[config.mk]
export PLATFORM = sky130hd
export DESIGN_NAME = radlr_ctrl
export DESIGN_NICKNAME = d
export VERILOG_FILES = /design/src/rtl/radlr_pkg.sv /design/src/rtl/radlr_ctrl.sv
export SDC_FILE = /design/constraint.sdc
export NUM_CORES = 1
export LEC_CHECK = 0
export BUFFER_PORTS_ARGS = -buffer_cell sky130_fd_sc_hd__buf_4
export CAP_MARGIN = 20
export CELL_PAD_IN_SITES_DETAIL_PLACEMENT = 1
export CELL_PAD_IN_SITES_GLOBAL_PLACEMENT = 1
export CORE_UTILIZATION = 28
export CTS_BUF_LIST = sky130_fd_sc_hd__clkbuf_4
export DETAILED_ROUTE_END_ITERATION = 10
export GPL_ROUTABILITY_DRIVEN = 0
export GPL_TIMING_DRIVEN = 1
export MAX_ROUTING_LAYER = met4
export PLACE_DENSITY_LB_ADDON = 0.1
export SLEW_MARGIN = 10
export SYNTH_ARGS = -nofsm -noshare
export SYNTH_HDL_FRONTEND = slang
export SYNTH_SLANG_ARGS = --single-unit
[constraint.sdc]
create_clock -name clk_i -period 4.85 [get_ports clk_i]
set_input_delay 0.485 -clock clk_i [delete_from_list [all_inputs] [get_ports clk_i]]
set_output_delay 0.485 -clock clk_i [all_outputs]
set_load 0.1 [all_outputs]
[src/rtl/radlr_pkg.sv]
// ----------------------------------------------------------------------------
// radlr_pkg
// Shared widths, constants and types of the rolling Adler-32 window unit.
// ----------------------------------------------------------------------------
package radlr_pkg;

  // field widths
  localparam int unsigned BYTE_W = 8;
  localparam int unsigned SUM_W  = 16;
  localparam int unsigned WS_W   = 11;

  // adler modulus and reset value of the window length register
  localparam logic [SUM_W:0]  ADLER_MOD = 17'd65521;
  localparam logic [WS_W-1:0] WS_RESET  = 11'd1024;

  // item as it leaves the position stage
  typedef struct packed {
    logic [BYTE_W-1:0] data_byte;
    logic              restart;
    logic              drop_en;   // window already full: oldest byte leaves
    logic              full_out;  // full flag after this item
    logic [WS_W-1:0]   win_len;   // effective window length
  } item_t;

endpackage

[src/rtl/radlr_ctrl.sv]
// ----------------------------------------------------------------------------
// radlr_ctrl
// Input stage: write position, full flag and window store access.
// Each accepted item reads the oldest byte and writes the new byte at the
// same slot in the same cycle.
// ----------------------------------------------------------------------------
module radlr_ctrl #(
  parameter int unsigned WINDOW_MAX = 1024,
  localparam int unsigned PW = (WINDOW_MAX > 1) ? $clog2(WINDOW_MAX) : 1
) (
  input  logic                           clk_i,
  input  logic                           rst_ni,
  input  logic [radlr_pkg::WS_W-1:0]     window_size_i,
  input  logic                           in_valid_i,
  output logic                           in_ready_o,
  input  logic [radlr_pkg::BYTE_W-1:0]   data_byte_i,
  input  logic                           restart_i,
  output logic                           s1_valid_o,
  input  logic                           s1_ready_i,
  output radlr_pkg::item_t               s1_item_o,
  output logic                           ram_en_o,
  output logic [PW-1:0]                  ram_addr_o
);

  logic [PW-1:0]              pos_q, pos_d;
  logic                       full_q, full_d;
  logic                       s1_valid_q;
  radlr_pkg::item_t           s1_item_q, item_d;
  logic [radlr_pkg::WS_W-1:0] n_eff;
  logic [PW-1:0]              pos_start, pos_cur;
  logic                       full_start, full_cur;
  logic                       accept;

  // clamp window length to 1..WINDOW_MAX
  always_comb begin
    if (window_size_i == '0) begin
      n_eff = radlr_pkg::WS_W'(1);
    end else if (32'(window_size_i) > WINDOW_MAX) begin
      n_eff = radlr_pkg::WS_W'(WINDOW_MAX);
    end else begin
      n_eff = window_size_i;
    end
  end

  // restart, wrap when the window shrank below the position, then advance it
  always_comb begin
    pos_start  = restart_i ? '0 : pos_q;
    full_start = restart_i ? 1'b0 : full_q;
    if (32'(pos_start) >= 32'(n_eff)) begin
      pos_cur  = '0;
      full_cur = 1'b1;
    end else begin
      pos_cur  = pos_start;
      full_cur = full_start;
    end
    if (32'(pos_cur) + 32'd1 >= 32'(n_eff)) begin
      pos_d  = '0;
      full_d = 1'b1;
    end else begin
      pos_d  = pos_cur + PW'(1);
      full_d = full_cur;
    end
  end

  // item for the checksum stages
  always_comb begin
    item_d.data_byte = data_byte_i;
    item_d.restart   = restart_i;
    item_d.drop_en   = full_cur;
    item_d.full_out  = full_d;
    item_d.win_len   = n_eff;
  end

  assign in_ready_o = !s1_valid_q || s1_ready_i;
  assign accept     = in_valid_i && in_ready_o;

  // position and full flag
  always_ff @(posedge clk_i or negedge rst_ni) begin
    if (!rst_ni) begin
      pos_q  <= '0;
      full_q <= 1'b0;
    end else if (accept) begin
      pos_q  <= pos_d;
      full_q <= full_d;
    end
  end

  // stage register, lined up with the store read data
  always_ff @(posedge clk_i or negedge rst_ni) begin
    if (!rst_ni) begin
      s1_valid_q <= 1'b0;
    end else if (in_ready_o) begin
      s1_valid_q <= in_valid_i;
    end
  end

  always_ff @(posedge clk_i) begin
    if (accept) begin
      s1_item_q <= item_d;
    end
  end

  assign s1_valid_o = s1_valid_q;
  assign s1_item_o  = s1_item_q;
  assign ram_en_o   = accept;
  assign ram_addr_o = pos_cur;

endmodule

==> flow_metrics.py <==
metrics = {
    "drt": {
        "wl_per_cell_um": 14.6,
        "routed.top_layer": "met4",
        "drcViolationCount": 0,
        "ant_nets": 0,
        "wl_met3_um": 301,
        "wl_met2_um": 2660,
        "via_per_inst": 4.65,
        "first_iter_violations": 18,
        "wirelength_um": 5790,
        "vias": 1849,
        "wl_met1_um": 2760,
        "first_pass_iters": 5,
    },
    "global_routing": {
        "grt_use_total": 0.161,
        "antenna_found_initial": 0,
        "overflow": 0,
        "grt_max_degree": 26,
        "grt_pass1_wl_um": 9150,
        "grt_pass1_vias": 1752,
    },
    "final_layout": {
        "finalNonFillerCells": 398,
        "syn_to_final_growth_pct": 38.8,
        "diodes": 0,
        "nFillCells": 890,
        "final_nets": 344,
        "fin_area_um2": 2960,
        "layout-drive-gt1-share": 0.331,
    },
    "place": {
        "placed_cell_area_um2": 2860,
        "dp_hpwl_um": 4670,
        "dp_cells": 389,
        "port_buffers": 58,
    },
    "worst_setup_path": {
        "criticalPathCategory": "primary input to register",
        "crit_arrival_ps": 4470,
        "end_kind": "register",
        "worst_setup_path_start_kind": "primary input",
        "cp.required_ps": 4960,
        "path_max_fanout": 7,
    },
    "die": {
        "ios": 59,
        "dieWidth_um": 89.3,
        "die_h_um": 89.3,
        "core_um2": 7290,
        "die-area_um2": 7970,
        "num_rows": 31,
        "start_util": 0.293,
    },
    "outcome": {
        "status": "complete, no violations",
    },
    "worst_hold_path": {
        "hold_path.class": "primary input to register",
    },
    "power": {
        "switchingPower_uw": 432,
        "p_leak_uw": 0.00144,
        "seq_power_share": 0.367,
        "combPwrFrac": 0.429,
        "switching_share": 0.419,
        "powerDensity_nw_per_um2": 348,
        "internal_power_uw": 597,
        "peakVddDrop_mv": 0.130,
        "p_clk_frac": 0.204,
    },
    "clock_tree": {
        "cts-root-buf": "clkbuf_4",
        "cts_buffer_depth": 2,
        "cts.sinks": 34,
        "clock_latency_ps": 330,
        "post-cts-setup-buffers": 0,
        "path_clk_slew_ps": 110,
        "htree_levels": 2,
        "numCtsBuffers": 5,
        "tritoncts": "yes",
    },
    "synthesis": {
        "synth_edf_count": 22,
        "synth-seq-cells": 34,
        "async_reset_ff_frac": 0.353,
        "yosys_warnings": 0,
        "synth-seq-area-share": 0.450,
        "synth.avg_cell_area_um2": 9.70,
        "synth_area_leaders": "edfxtp_1 31%, dfrtp_1 14%, ha_1 13%",
        "synth.largest_area_cell": "edfxtp_1",
        "netlist-cell-type-count": 37,
        "syn_nets": 266,
        "synth_area_um2": 2130,
        "synth_top_area_frac": 0.310,
        "synthCells": 220,
        "synth-main-ff-cell": "edfxtp_1",
    },
    "sta": {
        "setup_viol": 0,
        "tightest_slew_ps": 649,
        "hold_viol_final": 0,
        "period_share": 0.900,
        "min_period_ps": 4370,
        "max-slew-margin-rel": 0.567,
        "fin_skew_ps": 9.09,
        "rsz0062_at_grt": "no",
        "timing.fmax_ghz": 0.229,
        "slew_viol_final": 0,
    },
    "flow_run": {
        "cap_violations": 0,
    },
}
[critical path: stages]
cell and delay [ps]:
buf_4 120, nor4_2 290, a31oi_1 110, nor2_1 180, ha_1 250, nand2b_1 150, a211oi_2 180, o21ai_1 110
a211oi_2 230, and2_4 200, ha_4 140, nand3_2 90, xor2_1 160, nor3_1 190, ha_1 270, a21o_1 220
a2111oi_4 370, o21ai_2 120, a21boi_1 230, nand2b_1 200, nand2b_1 190
[final cells by class]
cell class                      count  area (um2)  share of cell area
Inverter                           17        63.8              0.0216
Multi-Input combinational cell    160        1130               0.382
Timing Repair Buffer               80         603               0.204
Clock inverter                      2        33.8              0.0114
Sequential cell                    34         961               0.325
Tap cell                           99         124              0.0418
Clock buffer                        6        45.0              0.0152
[per-stage QoR]
stage / power (uW) / TNS, ps / setup WS, ps / hold WS (ps) / util
after floorplan: 704 / 0 / 12.8 / 189 / -
after global placement: 822 / -6.09 / -6.09 / 342 / 0.393
after detailed placement: 829 / -57.8 / -49.7 / 343 / 0.393
after CTS: 1040 / 0 / 261 / 292 / 0.405
after global routing: 1090 / 0 / 110 / 283 / 0.406
final: 1030 / 0 / 484 / 313 / 0.406
[placed cells by master, fill, tap and decap left out, drive strengths merged, types with 3 or more instances in the layout]
cell type,instances
a21o,5
a21oi,8
a31oi,3
buf,79
clkbuf,6
dfrtp,12
edfxtp,22
ha,22
inv,17
nand2,27
nand2b,13
nand3,8
nor2,18
nor2b,7
nor3,8
o21ai,8
o31ai,4
xnor2,3
xor2,5
[cells in the mapped netlist, types with 2 or more instances]
master     n
inv_1     17
xnor2_1    3
nor3_1     8
nand2_1   27
edfxtp_1  22
nand3_1    8
dfrtp_1   12
ha_1      22
nor2_1    18
nor2b_1    7
and4_1     2
nand4_1    2
a21o_1     5
nand2b_1  13
clkbuf_1   7
xor2_1     5
o31ai_1    4
a21oi_1    8
o21ai_0    7
a211oi_1   2
and2_1     2
a31oi_1    3
nor4_1     2
[worst paths after layout]
path | start | slack [ps] | to | depth (start not counted)
setup / recovery | window_size_i[6] | 480 | s1_item_o[11] | 21
hold / removal | data_byte_i[5] | 310 | s1_item_o[19] | 1
setup reg to reg | pos_q[6] | 610 | s1_item_o[11] | 19
hold reg to reg | pos_q[7] | 510 | pos_q[7] | 2
max in group asynchronous | rst_ni | 4170 | pos_q[8] | 2
min in group asynchronous | rst_ni | 510 | full_q | 2
[sequential cells by signal, indices dropped and copies added (netlist names)]
signal,count
full_q,1
s1_valid_o,1
pos_q,10
s1_item_o,22
[metal layers]
metal / vias up / GRT usage
li1: 927 / -
met1: 864 / 0.215
met2: 52 / 0.250
met3: 6 / 0.0314
met4: 0 / 0.0433
met5: - / -
[timing repair]
action,CTS,global route
endpoints found under the hold margin,12,0
resized for setup,0,3
hold buffers,1,0
setup endpoints to repair,0,7
[logic make-up (layout without fill, tap and decap cells)]
| kind of cell | after synthesis | in the layout | share of synthesized area |
|---|---|---|---|
| adders and majority gates | 22 | 22 | 0.129 |
| muxes | 1 | 1 | 0.00469 |
| buffers and inverters | 26 | 105 | 0.0463 |
| DFF | 34 | 34 | 0.450 |
| AOI/OAI and AO/OA | 37 | 37 | 0.124 |
| and+or+nand+nor | 92 | 92 | 0.213 |
| xor gates and xnor gates | 8 | 8 | 0.0328 |
[power groups by stage]
stage	combinational, uW	sequential (uW)	clock (uW)
finish	442	377	210
global placement	439	383	0
detailed placement	445	383	0
floorplan	241	464	0
global route	477	382	231
CTS	447	377	221
Note: power is estimated with default switching activity, not from simulation.
