--- src/rtl/radlr_pkg.sv ---
// ----------------------------------------------------------------------------
// radlr_pkg
// Shared widths, constants and types of the rolling Adler-32 window unit.
// ----------------------------------------------------------------------------
package radlr_pkg;

  // field widths
  localparam int unsigned BYTE_W = 8;
  localparam int unsigned SUM_W  = 16;
  localparam int unsigned WS_W   = 11;

  // adler modulus and reset value of the window length register
  localparam logic [SUM_W:0]  ADLER_MOD = 17'd65521;
  localparam logic [WS_W-1:0] WS_RESET  = 11'd1024;

  // item as it leaves the position stage
  typedef struct packed {
    logic [BYTE_W-1:0] data_byte;
    logic              restart;
    logic              drop_en;   // window already full: oldest byte leaves
    logic              full_out;  // full flag after this item
    logic [WS_W-1:0]   win_len;   // effective window length
  } item_t;

endpackage

--- src/rtl/radlr_sums.sv ---
// ----------------------------------------------------------------------------
// radlr_sums
// Checksum stages: fold the dropped byte term modulo 65521, then update
// sums a and b and register the result item.
// ----------------------------------------------------------------------------
module radlr_sums (
  input  logic                           clk_i,
  input  logic                           rst_ni,
  input  logic                           s1_valid_i,
  output logic                           s1_ready_o,
  input  radlr_pkg::item_t               s1_item_i,
  input  logic [radlr_pkg::BYTE_W-1:0]   old_byte_i,
  output logic                           out_valid_o,
  input  logic                           out_ready_i,
  output logic [2*radlr_pkg::SUM_W-1:0]  checksum_o,
  output logic                           window_full_o
);

  localparam int unsigned PROD_W = radlr_pkg::WS_W + radlr_pkg::BYTE_W;
  localparam int unsigned T_W    = radlr_pkg::SUM_W + 2;

  logic [PROD_W-1:0]               prod;
  logic [radlr_pkg::SUM_W:0]       fold;
  logic [radlr_pkg::SUM_W-1:0]     drop_d;

  logic                            s2_valid_q;
  logic [radlr_pkg::BYTE_W-1:0]    s2_byte_q, s2_old_q;
  logic                            s2_restart_q, s2_drop_en_q, s2_full_q;
  logic [radlr_pkg::SUM_W-1:0]     s2_drop_q;

  logic [radlr_pkg::SUM_W-1:0]     a_q, b_q, a_base, b_base, a_new, b_new;
  logic [radlr_pkg::BYTE_W-1:0]    sub_a;
  logic [radlr_pkg::SUM_W-1:0]     sub_b;
  logic signed [T_W-1:0]           ta, tb, mod_s;

  logic                            out_valid_q, out_full_q;
  logic [2*radlr_pkg::SUM_W-1:0]   checksum_q;
  logic                            adv_out;

  // (n * old + 1) mod 65521, using 2^16 = 15 mod 65521
  always_comb begin
    prod   = PROD_W'(s1_item_i.win_len) * PROD_W'(old_byte_i);
    fold   = {1'b0, prod[radlr_pkg::SUM_W-1:0]}
           + (radlr_pkg::SUM_W + 1)'(prod[PROD_W-1:radlr_pkg::SUM_W])
             * (radlr_pkg::SUM_W + 1)'(15)
           + (radlr_pkg::SUM_W + 1)'(1);
    if (fold >= radlr_pkg::ADLER_MOD) begin
      drop_d = radlr_pkg::SUM_W'(fold - radlr_pkg::ADLER_MOD);
    end else begin
      drop_d = fold[radlr_pkg::SUM_W-1:0];
    end
  end

  assign adv_out    = !out_valid_q || out_ready_i;
  assign s1_ready_o = !s2_valid_q || adv_out;

  // stage two register
  always_ff @(posedge clk_i or negedge rst_ni) begin
    if (!rst_ni) begin
      s2_valid_q <= 1'b0;
    end else if (s1_ready_o) begin
      s2_valid_q <= s1_valid_i;
    end
  end

  always_ff @(posedge clk_i) begin
    if (s1_valid_i && s1_ready_o) begin
      s2_byte_q    <= s1_item_i.data_byte;
      s2_old_q     <= old_byte_i;
      s2_restart_q <= s1_item_i.restart;
      s2_drop_en_q <= s1_item_i.drop_en;
      s2_full_q    <= s1_item_i.full_out;
      s2_drop_q    <= drop_d;
    end
  end

  // sum update: drop oldest byte, add the new one, each with one correction
  always_comb begin
    mod_s  = T_W'($signed({1'b0, radlr_pkg::ADLER_MOD}));
    a_base = s2_restart_q ? radlr_pkg::SUM_W'(1) : a_q;
    b_base = s2_restart_q ? '0 : b_q;
    sub_a  = s2_drop_en_q ? s2_old_q : '0;
    sub_b  = s2_drop_en_q ? s2_drop_q : '0;

    ta = $signed(T_W'(a_base)) + $signed(T_W'(s2_byte_q)) - $signed(T_W'(sub_a));
    if (ta < 0) begin
      a_new = radlr_pkg::SUM_W'(ta + mod_s);
    end else if (ta >= mod_s) begin
      a_new = radlr_pkg::SUM_W'(ta - mod_s);
    end else begin
      a_new = ta[radlr_pkg::SUM_W-1:0];
    end

    tb = $signed(T_W'(b_base)) - $signed(T_W'(sub_b)) + $signed(T_W'(a_new));
    if (tb < 0) begin
      b_new = radlr_pkg::SUM_W'(tb + mod_s);
    end else if (tb >= mod_s) begin
      b_new = radlr_pkg::SUM_W'(tb - mod_s);
    end else begin
      b_new = tb[radlr_pkg::SUM_W-1:0];
    end
  end

  // running sums and output valid
  always_ff @(posedge clk_i or negedge rst_ni) begin
    if (!rst_ni) begin
      a_q         <= radlr_pkg::SUM_W'(1);
      b_q         <= '0;
      out_valid_q <= 1'b0;
    end else if (adv_out) begin
      out_valid_q <= s2_valid_q;
      if (s2_valid_q) begin
        a_q <= a_new;
        b_q <= b_new;
      end
    end
  end

  // result item register
  always_ff @(posedge clk_i) begin
    if (adv_out && s2_valid_q) begin
      checksum_q <= {b_new, a_new};
      out_full_q <= s2_full_q;
    end
  end

  assign out_valid_o   = out_valid_q;
  assign checksum_o    = checksum_q;
  assign window_full_o = out_full_q;

endmodule

--- config.mk ---
export PLATFORM = sky130hd
export DESIGN_NAME = radlr_sums
export DESIGN_NICKNAME = d
export VERILOG_FILES = /design/src/rtl/radlr_pkg.sv /design/src/rtl/radlr_sums.sv
export SDC_FILE = /design/constraint.sdc
export NUM_CORES = 1
export LEC_CHECK = 0
export ABC_AREA = 1
export BUFFER_PORTS_ARGS = -buffer_cell sky130_fd_sc_hd__clkbuf_2
export CELL_PAD_IN_SITES_DETAIL_PLACEMENT = 0
export CELL_PAD_IN_SITES_GLOBAL_PLACEMENT = 2
export CORE_ASPECT_RATIO = 0.5
export CORE_MARGIN = 3
export CORE_UTILIZATION = 39
export DETAILED_ROUTE_END_ITERATION = 8
export GPL_TIMING_DRIVEN = 0
export MAX_ROUTING_LAYER = met4
export PLACE_DENSITY_LB_ADDON = 0.1
export SLEW_MARGIN = 15
export SYNTH_ARGS = -nofsm -noshare
export SYNTH_HDL_FRONTEND = slang
export SYNTH_SLANG_ARGS = --single-unit
--- constraint.sdc ---
create_clock -name clk_i -period 9.2 [get_ports clk_i]
set_input_delay 1.84 -clock clk_i [delete_from_list [all_inputs] [get_ports clk_i]]
set_output_delay 1.84 -clock clk_i [all_outputs]
set_load 0.02 [all_outputs]
==> results.txt, run 1 <==
status -> complete, no violations
Die Area -> 0.0345 sq mm
syn nets -> 2053
endpoints failing setup -> 0
Slew Limit Headroom -> 0.334
Reg area -> 0.00289 sq mm
top_reg_cell synth -> edfxtp_1
PortBufs -> 57
Syn-to-layout area delta -> 19.1%
GP Congestion -> 0.906
total of max-cap violations -> 0
CP peak stage delay -> 540 ps
unrepaired setup endpoints after global routing -> yes
sequential area share after synthesis -> 0.230
global-route wire length before repair -> 60.3 mm
Yosys top cell by area -> nand2_1
Non-Filler Instances -> 2424
largest net degree at the start of global routing -> 43
met2 GRT Util -> 0.339
synth unique cells -> 46
number of synthesized flops with an enable pin -> 68
clk slew on worst S/H paths -> 80 ps
clk_lat worst skew -> 370 ps
Num CTS Buffers -> 9
Syn Inst Count -> 1841
CTS tree -> built
Worst path most repeated cell -> buf_4
final antenna-violating net count -> 0
Synth top area share -> 0.187
final routed DRC violation total -> 0
Slew Viols, Final -> 0
Final Hold Violating Endpoints -> 0
DRT iter0 DRCs -> 710
GR Util met3 -> 0.0260
Avg Cell Area, Syn -> 6.82 sq um
CORE AREA -> 0.0310 sq mm
final setup TNS -> 0 ps
Die H -> 133 um
most frequent cells after synthesis -> nand2_1 (626), inv_1 (350), nand3_1 (126), nor2_1 (122), ha_1 (110)
Setup crit end kind -> flip-flop
layout cells sized above 1 -> 0.174
# IOs -> 69
Setup CP Type -> primary input to flip-flop
drt pass-1 iters -> 5
fraction of registers with async set or reset after synthesis -> 0.333
Post-CTS Hold Buffers -> 0
cell area after placement -> 0.0134 sq mm
Clock Tree Buf Depth -> 2
DP Cell Count -> 2321
clk sink count -> 102
grt met1 use -> 0.329
CP Data Arrival Time -> 9240 ps
Final period util -> 0.992
CP max stage cell -> fa_1
GRT Total Usage -> 0.226
Die Wd -> 260 um
via count -> 11900
GR peak layer -> met2
Max H-tree Level -> 3
vias in the first global route -> 11500
Peak Freq -> 110 MHz
minimum clock period -> 9120 ps
grt ovf -> 0
routed wire length per instance -> 15.5 um
clock root buffer -> clkbuf_16
n_diodes -> 0
Mapped Area -> 0.0126 sq mm
total wire length -> 37.6 mm
CP Data Required Time -> 9320 ps
Initial Util -> 0.405
Final Skew -> 14.3 ps
Post-DP HPWL -> 29.9 mm
Critical Path Fanout Max -> 7
fillcell total -> 3187
initial antenna violation count -> 0
FP Rows -> 45
most frequent cell after synthesis -> nand2_1
Yosys warnings -> 0
vias per inst -> 4.91
HP Class -> flip-flop to flip-flop
final instance area -> 0.0150 sq mm
flop and latch count out of synthesis -> 102
Final nets -> 2208
main area contributors after synthesis -> nand2_1 (19%), edfxtp_1 (16%), ha_1 (11%), fa_1 (11%), inv_1 (10%)
area of the multi-input gates -> 0.00860 sq mm
slew of the pin with the lowest slew margin -> 999 ps
CP Launch Type -> primary input
[logic make-up (layout without fill, tap and decap cells)]
kind of cell / count (synthesis) / count (layout) / synth area share
flip-flops: 102 / 102 / 0.230
XOR/XNOR: 63 / 63 / 0.0481
AND/OR/NAND/NOR: 974 / 974 / 0.325
adder cells (fa/ha/maj): 178 / 178 / 0.218
buffers and inverters: 403 / 563 / 0.123
AO/OA/AOI/OAI: 121 / 121 / 0.0552
[stage by stage]
step / hold WS [ps] / worst slack [ps] / utilization
finish: 428 / 76.6 / 0.482
global route: 457 / -185 / 0.482
CTS: 431 / 3.96 / 0.464
detailed placement: 412 / -1170 / 0.432
global placement: 402 / -1180 / 0.432
floorplan: 400 / 9.85 / -
[per-layer routing]
metal  vias to the layer above  wire, um
li1                       6018         -
met1                      5585     19000
met2                       256     16400
met3                        39      1670
met4                         0       527
met5                         -         0
[registers in the layout (all words and copies together) (netlist names), 8 cells and up]
register and flops:
s2_old_q 8, b_q 16, s2_byte_q 8, s2_drop_q 16, a_q 16, checksum_o 32
[layout by cell type (no fill, tap or decap), drive strengths merged, types with 2 or more instances in the layout]
| cell | n |
|---|---|
| nand3b | 5 |
| a31oi | 6 |
| xor2 | 53 |
| dfrtp | 33 |
| nand3 | 131 |
| clkbuf | 80 |
| or2 | 4 |
| nand4 | 42 |
| a211oi | 3 |
| a21oi | 57 |
| buf | 111 |
| inv | 365 |
| xnor2 | 10 |
| ha | 110 |
| a21o | 6 |
| o21bai | 11 |
| nor4 | 4 |
| nor2 | 130 |
| edfxtp | 68 |
| and2 | 4 |
| o211ai | 2 |
| clkinv | 7 |
| nor3 | 18 |
| o21ai | 33 |
| nand2 | 636 |
| fa | 68 |
[path summary, 6_finish.rpt]
kind | from | to | depth (start not counted) | slack, ps
hold / removal | s2_full_q | window_full_o | 0 | 430
setup reg to reg | s2_restart_q | checksum_o[24] | 35 | 1090
min in group asynchronous | rst_ni | b_q[15] | 1 | 1610
setup / recovery | old_byte_i[3] | s2_drop_q[0] | 55 | 80
hold reg to reg | s2_full_q | window_full_o | 0 | 430
max in group asynchronous | rst_ni | b_q[1] | 1 | 6990
[critical path: cells and delay by family]
kind,cells,cell delay [ps]
xor+xnor,1,130
fa+ha+maj,5,2220
simple gates,15,1230
buf+inv,34,3790
[layout make-up]
cell class / instances / area share
Sequential cell: 102 / 0.193
Clock buffer: 9 / 0.0151
Clock inverter: 7 / 0.00510
Buffer: 36 / 0.0156
Timing Repair Buffer: 146 / 0.0688
Inverter: 365 / 0.0916
Tap cell: 423 / 0.0354
Multi-Input combinational cell: 1336 / 0.575
[timing repair]
item	in CTS	in global routing
setup endpoints to repair	16	16
setup buffers	63	24
gates cloned	2	1
gates resized for setup	42	138
pin swaps	25	79
Power of run 1 is not shown: default switching activity piles up to over one toggle a cycle in this logic, so the estimate is an artifact.
==> run 2: changes to the inputs <==
--- a/config.mk
+++ b/config.mk
@@ -7,7 +7,7 @@
 export LEC_CHECK = 0
 export ABC_AREA = 1
 export BUFFER_PORTS_ARGS = -buffer_cell sky130_fd_sc_hd__clkbuf_2
-export CELL_PAD_IN_SITES_DETAIL_PLACEMENT = 0
+export CELL_PAD_IN_SITES_DETAIL_PLACEMENT = 2
 export CELL_PAD_IN_SITES_GLOBAL_PLACEMENT = 2
 export CORE_ASPECT_RATIO = 0.5
 export CORE_MARGIN = 3
==> constraint.sdc (replaced) <==
create_clock -name clk_i -period 9.2 [get_ports clk_i]
set_input_delay 1.84 -clock clk_i [delete_from_list [all_inputs] [get_ports clk_i]]
set_output_delay 1.84 -clock clk_i [all_outputs]
set_load 0.005 [all_outputs]
==> results.txt, run 2 <==
status -> aborted with a tool error
halt point of the flow -> 4_1_cts
Stop Error -> [ERROR DPL-0033] detailed placement checks failed during check placement.
main area contributors after synthesis -> nand2_1 (19%), edfxtp_1 (16%), ha_1 (11%), fa_1 (11%), inv_1 (10%)
PostCTS Resize Cnt -> 129
Post-CTS Hold Buffers -> 0
Clock Tree Buf Depth -> 2
Synth top area share -> 0.187
fraction of registers with async set or reset after synthesis -> 0.333
Yosys top cell by area -> nand2_1
clk sink count -> 102
largest family of logic cells by synthesized area -> simple AND/OR/NAND/NOR gates
Post-DP HPWL -> 41.3 mm
Yosys warnings -> 0
most frequent cells after synthesis -> nand2_1 (626), inv_1 (350), nand3_1 (126), nor2_1 (122), ha_1 (110)
Num CTS Buffers -> 9
Die H -> 133 um
Initial Util -> 0.405
top_reg_cell synth -> edfxtp_1
Die Wd -> 260 um
FP Rows -> 45
most frequent cell after synthesis -> nand2_1
GP Congestion -> 0.906
PortBufs -> 57
synth unique cells -> 46
mux share of post-synthesis cell area -> 0
clock root buffer -> clkbuf_16
flop and latch count out of synthesis -> 102
Mapped Area -> 0.0126 sq mm
Post-Synth XOR/XNOR Area -> 0.0481
sequential area share after synthesis -> 0.230
Max H-tree Level -> 3
post-synthesis compound-gate area fraction -> 0.0552
Syn Inst Count -> 1841
# IOs -> 69
number of synthesized flops with an enable pin -> 68
simple-gate area share of the yosys netlist -> 0.325
Adder-Cell Fraction of Synth Area -> 0.218
DP Cell Count -> 2321
Avg Cell Area, Syn -> 6.82 sq um
setup bufs post-CTS -> 135
syn nets -> 2053
==> run 2: kinds of logic after synthesis <==
group,Yosys count
buffers and inverters,403
AO/OA/AOI/OAI,121
adder cells (fa/ha/maj),178
AND/OR/NAND/NOR,974
XOR/XNOR,63
flip-flops,102
==> run 2: stage by stage <==
stage	area (sq um)	setup TNS, ps	setup slack, ps	utilization
3_3_place_gp	13400	-16740	-1180	0.432
2_1_floorplan	12600	0	9.85	-
3_5_place_dp	13400	-29650	-2000	0.432
==> run 3: changes to the inputs <==
==> config.mk (replaced) <==
export PLATFORM = sky130hd
export DESIGN_NAME = radlr_sums
export DESIGN_NICKNAME = d
export VERILOG_FILES = /design/src/rtl/radlr_pkg.sv /design/src/rtl/radlr_sums.sv
export SDC_FILE = /design/constraint.sdc
export NUM_CORES = 1
export LEC_CHECK = 0
export ABC_AREA = 1
export BUFFER_PORTS_ARGS = -buffer_cell sky130_fd_sc_hd__clkbuf_2
export CORE_MARGIN = 3
export CORE_UTILIZATION = 35
export DETAILED_ROUTE_END_ITERATION = 8
export GPL_TIMING_DRIVEN = 0
export PLACE_DENSITY_LB_ADDON = 0.15
export SLEW_MARGIN = 15
export SYNTH_ARGS = -nofsm -noshare
export SYNTH_HDL_FRONTEND = slang
export SYNTH_SLANG_ARGS = --single-unit
==> results.txt, run 3 (synthesis gave the netlist of run 1 again) <==
Final Hold Violating Endpoints -> 0
PortBufs -> 57
final routed DRC violation total -> 0
grt ovf -> 0
Num CTS Buffers -> 9
# IOs -> 69
CP Data Required Time -> 9310 ps
most frequent cells in the layout -> nand2_1 (591), inv_1 (333), nand3_1 (114)
Post-DP HPWL -> 28.7 mm
initial antenna violation count -> 0
clk slew on worst S/H paths -> 70 ps
Clock Tree Buf Depth -> 2
Die H -> 195 um
Die Area -> 0.0382 sq mm
Syn-to-layout area delta -> 16.5%
DRT iter0 DRCs -> 679
CP Data Arrival Time -> 9100 ps
Setup crit end kind -> flip-flop
cell area after placement -> 0.0134 sq mm
CTS tree -> built
Die Wd -> 195 um
Non-Filler Instances -> 2410
Final nets -> 2162
CP Launch Type -> primary input
WHS Path Cells -> 0
Setup CP Type -> primary input to flip-flop
Layout Utilization -> 0.419
Slew Limit Headroom -> 0.371
routed wire length per instance -> 14.8 um
Final Skew -> 21.1 ps
status -> complete, no violations
reg2reg setup slack -> 1330 ps
total of max-cap violations -> 0
layout cells sized above 1 -> 0.153
drt pass-1 iters -> 6
CP peak stage delay -> 600 ps
Slew Viols, Final -> 0
GRT Total Usage -> 0.185
Initial Util -> 0.359
FP Rows -> 68
final setup TNS -> 0 ps
Hold Startpoint -> s2_full_q
fillcell total -> 3704
HP Class -> flip-flop to flip-flop
Post-CTS Hold Buffers -> 0
via count -> 11800
CORE AREA -> 0.0350 sq mm
DP Cell Count -> 2353
most common cell after layout, fill and taps aside -> nand2_1
clock root buffer -> clkbuf_16
largest net degree at the start of global routing -> 43
Worst R2R End -> b_q[8]
unrepaired setup endpoints after global routing -> yes
max reg flops -> 32
slew of the pin with the lowest slew margin -> 943 ps
Worst path most repeated cell -> inv_2
vias in the first global route -> 11400
vias per inst -> 4.88
Crit Reg-Reg Startpoint -> s2_restart_q
Max H-tree Level -> 3
minimum clock period -> 8980 ps
global-route wire length before repair -> 57.4 mm
total wire length -> 35.6 mm
CP max stage cell -> fa_2
n_diodes -> 0
final instance area -> 0.0146 sq mm
clk_lat worst skew -> 370 ps
Critical Path Fanout Max -> 7
GP Congestion -> 0.900
endpoints failing setup -> 0
Worst Reg-to-Reg Cells -> 39
Hold Path Sink -> window_full_o
Final period util -> 0.977
final antenna-violating net count -> 0
Peak Freq -> 111 MHz
clk sink count -> 102
[run 3: critical path: cells and delay by family]
family | cells | cell delay [ps]
and+or+nand+nor | 16 | 1320
adders and majority gates | 8 | 3810
buffers and inverters | 12 | 1070
xor gates and xnor gates | 3 | 780
AOI/OAI and AO/OA | 2 | 280
[run 3: worst max path at each step]
| stage | cells past startpoint | end | startpoint | slack [ps] |
|---|---|---|---|---|
| floorplan | 47 | s2_drop_q[6] | old_byte_i[7] | 10 |
| CTS | 45 | s2_drop_q[14] | old_byte_i[6] | -10 |
| global placement | 48 | s2_drop_q[6] | old_byte_i[2] | -1050 |
| global route | 47 | s2_drop_q[0] | old_byte_i[2] | -200 |
| finish | 41 | s2_drop_q[0] | old_byte_i[2] | 220 |
| detailed placement | 50 | s2_drop_q[6] | old_byte_i[2] | -1100 |
[run 3: metal layers]
metal,GRT usage,vias up,share of wire
li1,-,5928,-
met1,0.248,5519,0.46
met2,0.316,280,0.48
met3,0.0243,40,0.046
met4,0.0441,0,0.015
met5,0,-,0
[run 3: timing repair]
action                                  CTS  global route
pin swaps                                32            88
endpoints found under the setup margin   16            16
gates cloned                              2             0
gates resized for setup                  51           123
buffers inserted                         13            29
[run 3: area by class of cell]
class	count	area (sq um)	share of cell area
repair buffers	101	661	0.0451
multi-input cells	1336	8620	0.588
flip-flops and latches	102	2890	0.198
plain buffers	35	234	0.0160
well taps	455	569	0.0389
clock buffers	11	233	0.0159
inverters	365	1370	0.0936
clock inverters	5	65.1	0.00444
[run 3: stage by stage]
stage,worst slack [ps],hold WS [ps]
4_1_cts,-12.3,427
3_5_place_dp,-1100,409
2_1_floorplan,9.85,400
6_report,216,424
3_3_place_gp,-1050,402
5_1_grt,-199,429
Power of run 3 is left out for the same reason.
==> run 4: changes to the inputs <==
--- a/config.mk
+++ b/config.mk
@@ -7,6 +7,8 @@
 export LEC_CHECK = 0
 export ABC_AREA = 1
 export BUFFER_PORTS_ARGS = -buffer_cell sky130_fd_sc_hd__clkbuf_2
+export CELL_PAD_IN_SITES_DETAIL_PLACEMENT = 0
+export CELL_PAD_IN_SITES_GLOBAL_PLACEMENT = 1
 export CORE_MARGIN = 3
 export CORE_UTILIZATION = 35
 export DETAILED_ROUTE_END_ITERATION = 8
==> results.txt, run 4 (synthesis gave the netlist of run 1 again) <==
status -> complete, no violations
# IOs -> 69
clk_lat worst skew -> 370 ps
global-route wire length before repair -> 59.1 mm
Slew Viols, Final -> 0
initial antenna violation count -> 0
hold_ws -> 489 ps
CP Data Arrival Time -> 9080 ps
Die Wd -> 195 um
CP max stage cell -> fa_2
Setup crit end kind -> flip-flop
Final Hold Violating Endpoints -> 0
CORE AREA -> 0.0350 sq mm
Post-DP HPWL -> 29.7 mm
endpoints failing setup -> 0
CP Data Required Time -> 9320 ps
FP Rows -> 68
Setup CP Type -> primary input to flip-flop
Final nets -> 2152
CP Launch Type -> primary input
Crit Reg-Reg Startpoint -> s2_restart_q
DP Worst Slack -> -1300 ps
Die H -> 195 um
DRT iter0 DRCs -> 567
GRT Total Usage -> 0.190
Peak Freq -> 111 MHz
unrepaired setup endpoints after global routing -> yes
routed wire length per instance -> 14.9 um
vias in the first global route -> 11400
Slew Limit Headroom -> 0.351
grt ovf -> 0
reg2reg setup slack -> 1310 ps
layout cells sized above 1 -> 0.156
Clock Tree Buf Depth -> 2
via count -> 11400
clk sink count -> 102
most common cell after layout, fill and taps aside -> nand2_1
PortBufs -> 57
Max H-tree Level -> 3
Num CTS Buffers -> 9
total wire length -> 35.8 mm
drt pass-1 iters -> 5
WHS Path Cells -> 2
final instance area -> 0.0146 sq mm
final antenna-violating net count -> 0
most frequent cells in the layout -> nand2_1 (584), inv_1 (325), nand3_1 (113)
Initial Util -> 0.359
vias per inst -> 4.76
Hold Path Sink -> b_q[2]
clock root buffer -> clkbuf_16
Hold Startpoint -> b_q[2]
Syn-to-layout area delta -> 16.4%
Layout Utilization -> 0.418
Worst Reg-to-Reg Cells -> 37
Final period util -> 0.975
Post-CTS Hold Buffers -> 0
Worst R2R End -> checksum_o[24]
HP Class -> flip-flop to flip-flop
total of max-cap violations -> 0
CP peak stage delay -> 620 ps
clk slew on worst S/H paths -> 90 ps
n_diodes -> 0
largest net degree at the start of global routing -> 43
Final Skew -> 14.5 ps
Die Area -> 0.0382 sq mm
cell area after placement -> 0.0134 sq mm
Final Worst Setup Slack -> 231 ps
max reg flops -> 32
Worst path most repeated cell -> nand2_2
GP Congestion -> 0.866
Critical Path Fanout Max -> 5
slew of the pin with the lowest slew margin -> 974 ps
final routed DRC violation total -> 0
minimum clock period -> 8970 ps
CTS tree -> built
[run 4: changes by cell type in the layout (fill, tap and decap cells not counted), moves of 3 or more]
cell	previous run	this run
inv_2	29	37
nand2_4	7	11
inv_1	333	325
nand2_2	38	41
buf_4	43	38
nand2_1	591	584
buf_2	10	4
[run 4: through the flow]
step	instances	TNS, ps
after floorplan	1841	0
after global placement	2353	-18230
after detailed placement	2353	-18660
after CTS	2382	0
after global routing	2400	-686
final	2400	0
[run 4: routing by layer]
metal / up-vias / routed length, um / track usage
li1: 5899 / - / -
met1: 5339 / 17100 / 0.260
met2: 170 / 17300 / 0.329
met3: 27 / 947 / 0.0155
met4: 0 / 467 / 0.0407
met5: - / 0 / 0
[run 4: cell type report]
class / count / area (sq um)
repair buffers: 92 / 602
flip-flops and latches: 102 / 2890
plain buffers: 34 / 246
multi-input cells: 1336 / 8630
clock buffers: 9 / 225
clock inverters: 7 / 91.3
well taps: 455 / 569
fillers: 3753 / 20300
inverters: 365 / 1370
[run 4: worst max-delay path by stage]
| stage | start | end | slack, ps |
|---|---|---|---|
| finish | old_byte_i[4] | s2_drop_q[0] | 230 |
| global route | old_byte_i[4] | s2_drop_q[0] | -90 |
| CTS | old_byte_i[2] | s2_drop_q[6] | 2 |
| detailed placement | old_byte_i[2] | s2_drop_q[6] | -1300 |
| global placement | old_byte_i[2] | s2_drop_q[6] | -1290 |
| floorplan | old_byte_i[7] | s2_drop_q[6] | 10 |
[run 4: timing repair]
action / CTS / global route
resized for setup: 50 / 151
pin swaps: 23 / 77
endpoints found under the hold margin: 0 / 0
cloned: 2 / 0
endpoints found under the setup margin: 16 / 16
setup buffers: 13 / 20
[run 4: worst max-delay path, delay by kind of cell]
family	cells	cell delay, ps
and+or+nand+nor	16	1400
adders and majority gates	8	4050
buffers and inverters	11	850
xor gates and xnor gates	2	330
AOI/OAI and AO/OA	5	610
Power of run 4 is left out for the same reason.
